### src/bqf_pkg.sv
package bqf_pkg;

  localparam int ACC_W          = 60;
  localparam int COEF_W         = 32;
  localparam int COEF_FRAC_BITS = 28;
  localparam int YSPLIT         = 32;
  localparam int MUL_W          = 33;
  localparam int PROD_W         = 2 * MUL_W;
  localparam int SUM_W          = PROD_W + YSPLIT + 1;
  localparam int CFG_ADDR_W     = 3;

  localparam logic [CFG_ADDR_W-1:0] REG_B0 = CFG_ADDR_W'(0);
  localparam logic [CFG_ADDR_W-1:0] REG_B1 = CFG_ADDR_W'(1);
  localparam logic [CFG_ADDR_W-1:0] REG_B2 = CFG_ADDR_W'(2);
  localparam logic [CFG_ADDR_W-1:0] REG_A1 = CFG_ADDR_W'(3);
  localparam logic [CFG_ADDR_W-1:0] REG_A2 = CFG_ADDR_W'(4);

  typedef logic signed [ACC_W-1:0]  acc_t;
  typedef logic signed [COEF_W-1:0] coef_word_t;
  typedef logic signed [MUL_W-1:0]  mul_op_t;
  typedef logic signed [PROD_W-1:0] prod_t;
  typedef logic signed [SUM_W-1:0]  sum_t;

  typedef struct packed {
    coef_word_t b0;
    coef_word_t b1;
    coef_word_t b2;
    coef_word_t a1;
    coef_word_t a2;
  } coef_t;

  // clamp a wide signed value into the 60-bit state range
  function automatic acc_t sat_acc(input sum_t v);
    logic in_range;
    in_range = (&v[SUM_W-1:ACC_W-1]) || !(|v[SUM_W-1:ACC_W-1]);
    if (in_range) begin
      sat_acc = v[ACC_W-1:0];
    end else if (v[SUM_W-1]) begin
      sat_acc = {1'b1, {(ACC_W-1){1'b0}}};
    end else begin
      sat_acc = {1'b0, {(ACC_W-1){1'b1}}};
    end
  endfunction

  function automatic mul_op_t coef_op(input coef_word_t c);
    coef_op = {{(MUL_W-COEF_W){c[COEF_W-1]}}, c};
  endfunction

endpackage

### src/bqf_coef_regs.sv
module bqf_coef_regs (
  input  logic                             clk_i,
  input  logic                             rst_ni,
  input  logic                             cfg_we_i,
  input  logic [bqf_pkg::CFG_ADDR_W-1:0]   cfg_addr_i,
  input  logic [bqf_pkg::COEF_W-1:0]       cfg_wdata_i,
  output bqf_pkg::coef_t                   coef_o
);
  import bqf_pkg::*;

  coef_t coef_q, coef_d;

  always_comb begin
    coef_d = coef_q;
    if (cfg_we_i) begin
      case (cfg_addr_i)
        REG_B0:  coef_d.b0 = cfg_wdata_i;
        REG_B1:  coef_d.b1 = cfg_wdata_i;
        REG_B2:  coef_d.b2 = cfg_wdata_i;
        REG_A1:  coef_d.a1 = cfg_wdata_i;
        REG_A2:  coef_d.a2 = cfg_wdata_i;
        default: coef_d = coef_q;
      endcase
    end
  end

  // b0 is the top word of the packed set
  always_ff @(posedge clk_i or negedge rst_ni) begin
    if (!rst_ni) begin
      coef_q <= {COEF_W'(1) << COEF_FRAC_BITS, {(4*COEF_W){1'b0}}};
    end else begin
      coef_q <= coef_d;
    end
  end

  assign coef_o = coef_q;

endmodule

### src/bqf_mul.sv
module bqf_mul (
  input  logic              clk_i,
  input  bqf_pkg::mul_op_t  a_i,
  input  bqf_pkg::mul_op_t  b_i,
  output bqf_pkg::prod_t    prod_o
);
  import bqf_pkg::*;

  prod_t prod_q;

  // registered signed product, shared by every multiply of the filter step
  always_ff @(posedge clk_i) begin
    prod_q <= a_i * b_i;
  end

  assign prod_o = prod_q;

endmodule

### src/biquad_tdf2_filter_core.sv
// Biquad IIR filter, transposed direct form II, fixed point.
//
// Input channel (in_valid_i / in_ready_o): one signed sample plus a
// clear_history flag that zeroes both state words before the sample.
// Output channel (out_valid_o / out_ready_i): the filtered sample, rounded
// to nearest and saturated, plus a clipped flag.
// Coefficients b0, b1, b2, a1, a2 (signed Q3.28) are written through
// cfg_we_i / cfg_addr_i / cfg_wdata_i while no sample is in flight.
//
// Sequencing: all five products go through one 33x33 multiplier, one pass per
// cycle (the two feedback products as two partials each), under an 8-step
// sequencer. out_valid_o rises when the sequencer leaves its last step;
// in_ready_o returns at the same edge, so no new sample is taken before the
// last one is finished. A finished result sits in the output register, and
// the next sample is taken while it waits. If the receiver still stalls when
// the following result is ready, the sequencer holds in its last step.
// Reset: b0 = 1.0, other coefficients 0, both state words cleared, no
// result pending.
module biquad_tdf2_filter_core #(
  parameter int SAMPLE_WIDTH = 24
) (
  input  logic                                clk_i,
  input  logic                                rst_ni,
  input  logic                                in_valid_i,
  output logic                                in_ready_o,
  input  logic signed [SAMPLE_WIDTH-1:0]      sample_in_i,
  input  logic                                clear_history_i,
  output logic                                out_valid_o,
  input  logic                                out_ready_i,
  output logic signed [SAMPLE_WIDTH-1:0]      sample_out_o,
  output logic                                clipped_o,
  input  logic                                cfg_we_i,
  input  logic [bqf_pkg::CFG_ADDR_W-1:0]      cfg_addr_i,
  input  logic [bqf_pkg::COEF_W-1:0]          cfg_wdata_i
);
  import bqf_pkg::*;

  localparam logic [3:0] ST_IDLE = 4'd0;
  localparam logic [3:0] ST_B1   = 4'd1;
  localparam logic [3:0] ST_B2   = 4'd2;
  localparam logic [3:0] ST_A1L  = 4'd3;
  localparam logic [3:0] ST_A1H  = 4'd4;
  localparam logic [3:0] ST_A2L  = 4'd5;
  localparam logic [3:0] ST_A2H  = 4'd6;
  localparam logic [3:0] ST_FB2  = 4'd7;
  localparam logic [3:0] ST_DONE = 4'd8;

  localparam logic signed [ACC_W:0] RND_HALF = (ACC_W+1)'(1) << (COEF_FRAC_BITS - 1);

  coef_t coef;

  logic [3:0] state_q, state_d;
  logic       in_acc;
  logic       out_load;

  logic signed [SAMPLE_WIDTH-1:0] x_q;
  acc_t                            y_q, d1_q, d2_q, fbsat_q;
  logic signed [PROD_W:0]          acc1_q;
  prod_t                           acc2_q, fb_q;

  mul_op_t op_a, op_b;
  prod_t   prod;

  mul_op_t x_op, yl_op, yh_op;
  sum_t    fb_sum, fb_shift, y_sum, acc1_sum, d1_sum, d2_sum;
  acc_t    fb_sat;

  logic signed [ACC_W:0] rnd_sum, rnd_shift;
  logic                  out_in_range;
  logic signed [SAMPLE_WIDTH-1:0] out_sat;

  logic                            out_valid_q;
  logic signed [SAMPLE_WIDTH-1:0]  sample_out_q;
  logic                            clipped_q;

  bqf_coef_regs u_coef (
    .clk_i       (clk_i),
    .rst_ni      (rst_ni),
    .cfg_we_i    (cfg_we_i),
    .cfg_addr_i  (cfg_addr_i),
    .cfg_wdata_i (cfg_wdata_i),
    .coef_o      (coef)
  );

  bqf_mul u_mul (
    .clk_i  (clk_i),
    .a_i    (op_a),
    .b_i    (op_b),
    .prod_o (prod)
  );

  assign in_ready_o = (state_q == ST_IDLE);
  assign in_acc     = in_valid_i && in_ready_o;
  assign out_load   = (state_q == ST_DONE) && (!out_valid_q || out_ready_i);

  // y is split into an unsigned low word and a signed high word
  assign x_op  = {{(MUL_W-SAMPLE_WIDTH){x_q[SAMPLE_WIDTH-1]}}, x_q};
  assign yl_op = {{(MUL_W-YSPLIT){1'b0}}, y_q[YSPLIT-1:0]};
  assign yh_op = {{(MUL_W-ACC_W+YSPLIT){y_q[ACC_W-1]}}, y_q[ACC_W-1:YSPLIT]};

  always_comb begin
    case (state_q)
      ST_IDLE: begin
        op_a = {{(MUL_W-SAMPLE_WIDTH){sample_in_i[SAMPLE_WIDTH-1]}}, sample_in_i};
        op_b = coef_op(coef.b0);
      end
      ST_B1: begin
        op_a = x_op;
        op_b = coef_op(coef.b1);
      end
      ST_B2: begin
        op_a = x_op;
        op_b = coef_op(coef.b2);
      end
      ST_A1L: begin
        op_a = yl_op;
        op_b = coef_op(coef.a1);
      end
      ST_A1H: begin
        op_a = yh_op;
        op_b = coef_op(coef.a1);
      end
      ST_A2L: begin
        op_a = yl_op;
        op_b = coef_op(coef.a2);
      end
      ST_A2H: begin
        op_a = yh_op;
        op_b = coef_op(coef.a2);
      end
      default: begin
        op_a = x_op;
        op_b = coef_op(coef.b0);
      end
    endcase
  end

  // feedback product: low partial in fb_q, high partial on the multiplier output
  assign fb_sum   = sum_t'(fb_q) + (sum_t'(prod) <<< YSPLIT);
  assign fb_shift = fb_sum >>> COEF_FRAC_BITS;
  assign fb_sat   = sat_acc(fb_shift);

  assign y_sum    = sum_t'(prod) + sum_t'(d1_q);
  assign acc1_sum = sum_t'(prod) + sum_t'(d2_q);
  assign d1_sum   = sum_t'(acc1_q) - sum_t'(fbsat_q);
  assign d2_sum   = sum_t'(acc2_q) - sum_t'(fbsat_q);

  // output: round half up, then clamp to the sample range
  assign rnd_sum      = {y_q[ACC_W-1], y_q} + RND_HALF;
  assign rnd_shift    = rnd_sum >>> COEF_FRAC_BITS;
  assign out_in_range = (&rnd_shift[ACC_W:SAMPLE_WIDTH-1]) ||
                        !(|rnd_shift[ACC_W:SAMPLE_WIDTH-1]);

  always_comb begin
    if (out_in_range) begin
      out_sat = rnd_shift[SAMPLE_WIDTH-1:0];
    end else if (rnd_shift[ACC_W]) begin
      out_sat = {1'b1, {(SAMPLE_WIDTH-1){1'b0}}};
    end else begin
      out_sat = {1'b0, {(SAMPLE_WIDTH-1){1'b1}}};
    end
  end

  always_comb begin
    state_d = state_q;
    case (state_q)
      ST_IDLE: begin
        if (in_acc) state_d = ST_B1;
      end
      ST_B1:   state_d = ST_B2;
      ST_B2:   state_d = ST_A1L;
      ST_A1L:  state_d = ST_A1H;
      ST_A1H:  state_d = ST_A2L;
      ST_A2L:  state_d = ST_A2H;
      ST_A2H:  state_d = ST_FB2;
      ST_FB2:  state_d = ST_DONE;
      ST_DONE: begin
        if (out_load) state_d = ST_IDLE;
      end
      default: state_d = ST_IDLE;
    endcase
  end

  always_ff @(posedge clk_i or negedge rst_ni) begin
    if (!rst_ni) begin
      state_q     <= ST_IDLE;
      out_valid_q <= 1'b0;
      d1_q        <= '0;
      d2_q        <= '0;
    end else begin
      state_q <= state_d;
      if (out_load) begin
        out_valid_q <= 1'b1;
      end else if (out_ready_i) begin
        out_valid_q <= 1'b0;
      end
      if (in_acc && clear_history_i) begin
        d1_q <= '0;
        d2_q <= '0;
      end
      if (state_q == ST_A2H) d1_q <= sat_acc(d1_sum);
      if (state_q == ST_DONE) d2_q <= sat_acc(d2_sum);
    end
  end

  always_ff @(posedge clk_i) begin
    if (in_acc) x_q <= sample_in_i;
    case (state_q)
      ST_B1:   y_q     <= sat_acc(y_sum);
      ST_B2:   acc1_q  <= acc1_sum[PROD_W:0];
      ST_A1L:  acc2_q  <= prod;
      ST_A1H:  fb_q    <= prod;
      ST_A2L:  fbsat_q <= fb_sat;
      ST_A2H:  fb_q    <= prod;
      ST_FB2:  fbsat_q <= fb_sat;
      default: fb_q    <= fb_q;
    endcase
    if (out_load) begin
      sample_out_q <= out_sat;
      clipped_q    <= !out_in_range;
    end
  end

  assign out_valid_o  = out_valid_q;
  assign sample_out_o = sample_out_q;
  assign clipped_o    = clipped_q;

endmodule

### config.mk
export PLATFORM = sky130hd
export DESIGN_NAME = biquad_tdf2_filter_core
export DESIGN_NICKNAME = d
export VERILOG_FILES = /design/src/bqf_pkg.sv /design/src/bqf_coef_regs.sv /design/src/bqf_mul.sv /design/src/biquad_tdf2_filter_core.sv
export SDC_FILE = /design/constraint.sdc
export NUM_CORES = 2
export LEC_CHECK = 0
export ABC_CLOCK_PERIOD_IN_PS = 12200
export BUFFER_PORTS_ARGS = -buffer_cell sky130_fd_sc_hd__buf_2
export CAP_MARGIN = 10
export CORE_MARGIN = 3
export CORE_UTILIZATION = 40
export CTS_CLUSTER_DIAMETER = 60
export CTS_CLUSTER_SIZE = 12
export DETAILED_ROUTE_END_ITERATION = 7
export GPL_TIMING_DRIVEN = 0
export PLACE_DENSITY = 0.6
export SLEW_MARGIN = 20
export SYNTH_ARGS = -nofsm -noshare
export SYNTH_HDL_FRONTEND = slang
export SYNTH_SLANG_ARGS = --single-unit
export TNS_END_PERCENT = 10
### constraint.sdc
create_clock -name clk_i -period 12.2 [get_ports clk_i]
set_clock_uncertainty 0.05 [all_clocks]
set_input_delay 3.66 -clock clk_i [delete_from_list [all_inputs] [get_ports clk_i]]
set_output_delay 3.66 -clock clk_i [all_outputs]
set_load 0.01 [all_outputs]
==> flow_summary_export.csv <==
group,metric,value,unit
timing,fmax,81.5,MHz
timing,rsz0062_at_grt,"yes",
synthesis,synth_compound_area_share,14.7,%
worst_hold_path,min_from,"u_coef.coef_o[39]",
cts,cts-hold-fix-buffers,0,
drt,wl_per_cell,28.2,µm
timing,timing.final.crit_share,101,%
critical_path,slowest_delay,0.74,ns
synthesis,yosysTopAreaCellShare,27.8,%
synthesis,ys_ff_latch,691,
synthesis,syn_area,82900,µm²
synthesis,synth_ff_type,"edfxtp_1",
critical_path,critPathLaunchType,"input port",
synthesis,synth_top_family_by_area,"adder cells",
placed_design,io_buffers,91,
global_route,grt_pass1_wl,484000,µm
synthesis,yosys_warnings,0,
critical_path,cpMaxStageDelayCell,"a222oi_1",
synthesis,synth_largest_area_cell,"fa_1",
timing,setup_viol,1,
cts,cts_tree,"yes",
critical_path,cp_max_fo,10,
global_route,grt_use_total,31.6,%
synthesis,netlist_instances,8870,
timing,setup_ws,-0.0668,ns
cts,clkLatencyLatePin,0.74,ns
run_status,violations,"setup timing",
floorplan,fp.dieArea,213000,µm²
drt,ant_nets,0,
floorplan,start_util,40.4,%
cts,clkSinkCount,691,
layout,fill_cells,19668,
timing,slew-limit-headroom,23.0,%
global_route,grt_pass1_vias,70540,
critical_path,worstRegToRegCells,38,
layout,nNetsFinal,10936,
global_route,antenna_found_initial,17,
floorplan,pin_count,92,
layout,final_util,45.2,%
floorplan,dieHeight,461,µm
synthesis,yosys-mux-area-fraction,2.23,%
synthesis,synthTopCellsByArea,"fa_1 28%, edfxtp_1 12%, dfrtp_1 8.6%",
cts,path_clk_slew,0.05,ns
placed_design,post-dp-hpwl,276000,µm
synthesis,synth-edff-count,340,
run_status,status,"finished with violations",
synthesis,async_reset_ff_share,41.2,%
global_route,gr-total-overflow,0,
drt,post_drt_via_cell_ratio,5.78,
run,max_cap_viol_count,0,
critical_path,rr_startpoint,"state_q[3]",
critical_path,crit_start,"sample_in_i[0]",
critical_path,crit_top_cell,"fa_1",
critical_path,crit_arrival,12.78,ns
worst_hold_path,min_path_type,"reg2reg",
synthesis,ys_types,100,
synthesis,synth-seq-area-share,22.5,%
drt,first_iter_violations,7173,
timing,holdWs,0.453,ns
drt,drc_errors,0,
layout,final_layout_size_suffix_gt1_share,10.6,%
floorplan,rows,166,
placed_design,gp_congestion,1.04,
layout,layout.area.seq,18700,µm²
cts,htreeDepth,3,
drt,vias,69038,
floorplan,dieWidth,461,µm
timing,hold_viol,0,
layout,multi_input_area,58600,µm²
cts,cts-root-buf,"clkbuf_16",
synthesis,synth_simple_gate_area_share,12.0,%
drt,dr.pass1.iters,7,
layout,area_delta_synth_final,12.1,%
critical_path,worst_ep_required_time,12.71,ns
timing,final-max-slew-violation-count,0,
timing,tightest_slew,1.16,ns
worst_hold_path,hold_depth,1,
synthesis,yosys.area_share.adder,36.0,%
floorplan,core_area,205000,µm²
critical_path,endpoint_kind,"flop",
cts,clock_path_buffers,3,
synthesis,synthXorXnorAreaFrac,4.28,%
timing,period_needed,12.27,ns
global_route,grt_max_degree,102,
critical_path,crit_type,"in2reg",
timing,setup_tns,-0.0668,ns
synthesis,syn_area_per_cell,9.35,µm²
drt,routed_wl,337000,µm
cts,cts-buffers-inserted,86,
synthesis,syn_nets,10634,
## cell usage after synthesis, drive strengths merged, types with 14 or more instances
master and count:
a31oi 80, nand2 863, and4 14, nand4 115
inv 1330, edfxtp 340, nand3 118, and3 35
and2 42, nor2 799, ha 549, a21o 238
o21ai 361, o31ai 29, xor2 138, dfxtp 66
fa 1150, nor4 18, o21a 88, mux2 161
buf 60, clkbuf 368, o21bai 76, xnor2 267
nand2b 50, a21boi 18, or3 20, a221o 67
o211ai 40, dfrtp 284, o221ai 14, or2 27
nor2b 60, nor3 66, a21oi 645, a211oi 38
a222oi 54
## kinds of logic (layout without fill, tap and decap cells)
group,count (synthesis),count (layout)
mux,165,165
flops,691,691
other cells,0,24
compound gates,1881,1882
xor+xnor,405,405
fa+ha+maj,1699,1699
simple gates,2271,2271
buf+inv,1758,2123
## what timing repair did
item                       in CTS  in global routing
resized for setup             360                125
cloned                          1                  0
hold endpoints to repair        0                  0
pin swaps                      30                 42
setup endpoints to repair      36                 10
buffers inserted               49                 51
## critical path: cells and delay by family
kind | cells | cell delay [ns]
adder cells (fa/ha/maj) | 9 | 4.09
AND/OR/NAND/NOR | 3 | 0.85
XOR/XNOR | 1 | 0.16
AO/OA/AOI/OAI | 12 | 3.01
buffers and inverters | 5 | 0.95
## flip-flops by register name, indices dropped and copies added, names as in the netlist
register,count
u_coef.coef_o,160
acc1_q,67
acc2_q,66
u_mul.prod_o,66
d1_q,60
d2_q,60
fbsat_q,60
y_q,60
fb_q,38
sample_out_o,24
x_q,24
state_q,4
clipped_o,1
out_valid_o,1
## layout make-up
type,instances,area share (%)
Sequential cell,691,20.1
Multi-Input combinational cell,6422,63.0
Clock inverter,41,0.530
Antenna cell,24,0.0646
Timing Repair Buffer,236,2.22
Inverter,1330,5.39
Tap cell,2688,3.62
Clock buffer,111,2.51
Buffer,405,2.57
## final timing paths
path / endpoint / slack [ns]
setup / recovery: u_mul.prod_o[65] / -0.07
hold / removal: u_coef.coef_o[39] / 0.45
setup reg to reg: u_mul.prod_o[64] / 0.13
hold reg to reg: u_coef.coef_o[39] / 0.45
max in group asynchronous: d2_q[23] / 8.08
min in group asynchronous: u_coef.coef_o[93] / 2.85
## per-layer routing
metal  GRT usage (%)  part of all wire, %  vias to the layer above
li1                -                    -                    30110
met1            38.6                   38                    34911
met2            50.6                   46                     3150
met3            5.26                  7.3                      863
met4            23.0                  9.0                        4
met5               0               0.0098                        -
## placed cells by master (no fill, tap or decap), drive strengths merged, types with 20 or more instances in the layout
cell type | netlist | final
nand3 | 118 | 118
a222oi | 54 | 54
ha | 549 | 549
nand2b | 50 | 50
a221o | 67 | 67
xor2 | 138 | 138
or2 | 27 | 27
nor2 | 799 | 799
dfxtp | 66 | 66
or3 | 20 | 20
o21a | 88 | 88
fa | 1150 | 1150
diode | 0 | 24
nor2b | 60 | 60
o21bai | 76 | 76
o31ai | 29 | 29
a31oi | 80 | 80
nand2 | 863 | 863
clkbuf | 368 | 437
buf | 60 | 313
o211ai | 40 | 40
a21o | 238 | 238
mux2 | 161 | 161
dfrtp | 284 | 284
o21ai | 361 | 361
a211oi | 38 | 38
and3 | 35 | 35
and2 | 42 | 42
nand4 | 115 | 115
a21oi | 645 | 646
xnor2 | 267 | 267
nor3 | 66 | 66
inv | 1330 | 1341
edfxtp | 340 | 340
## through the flow
stage	area (µm²)	cells	worst slack (ns)
2_1_floorplan	83000	8870	0.0765
3_3_place_gp	86800	11649	-5.47
3_5_place_dp	87800	11693	-3.25
4_1_cts	92100	11878	0.000612
5_1_grt	92900	11931	-0.211
6_report	92900	11948	-0.0668
Power is not shown: default switching activity piles up to over one toggle a cycle in this logic, so the estimate is an artifact.
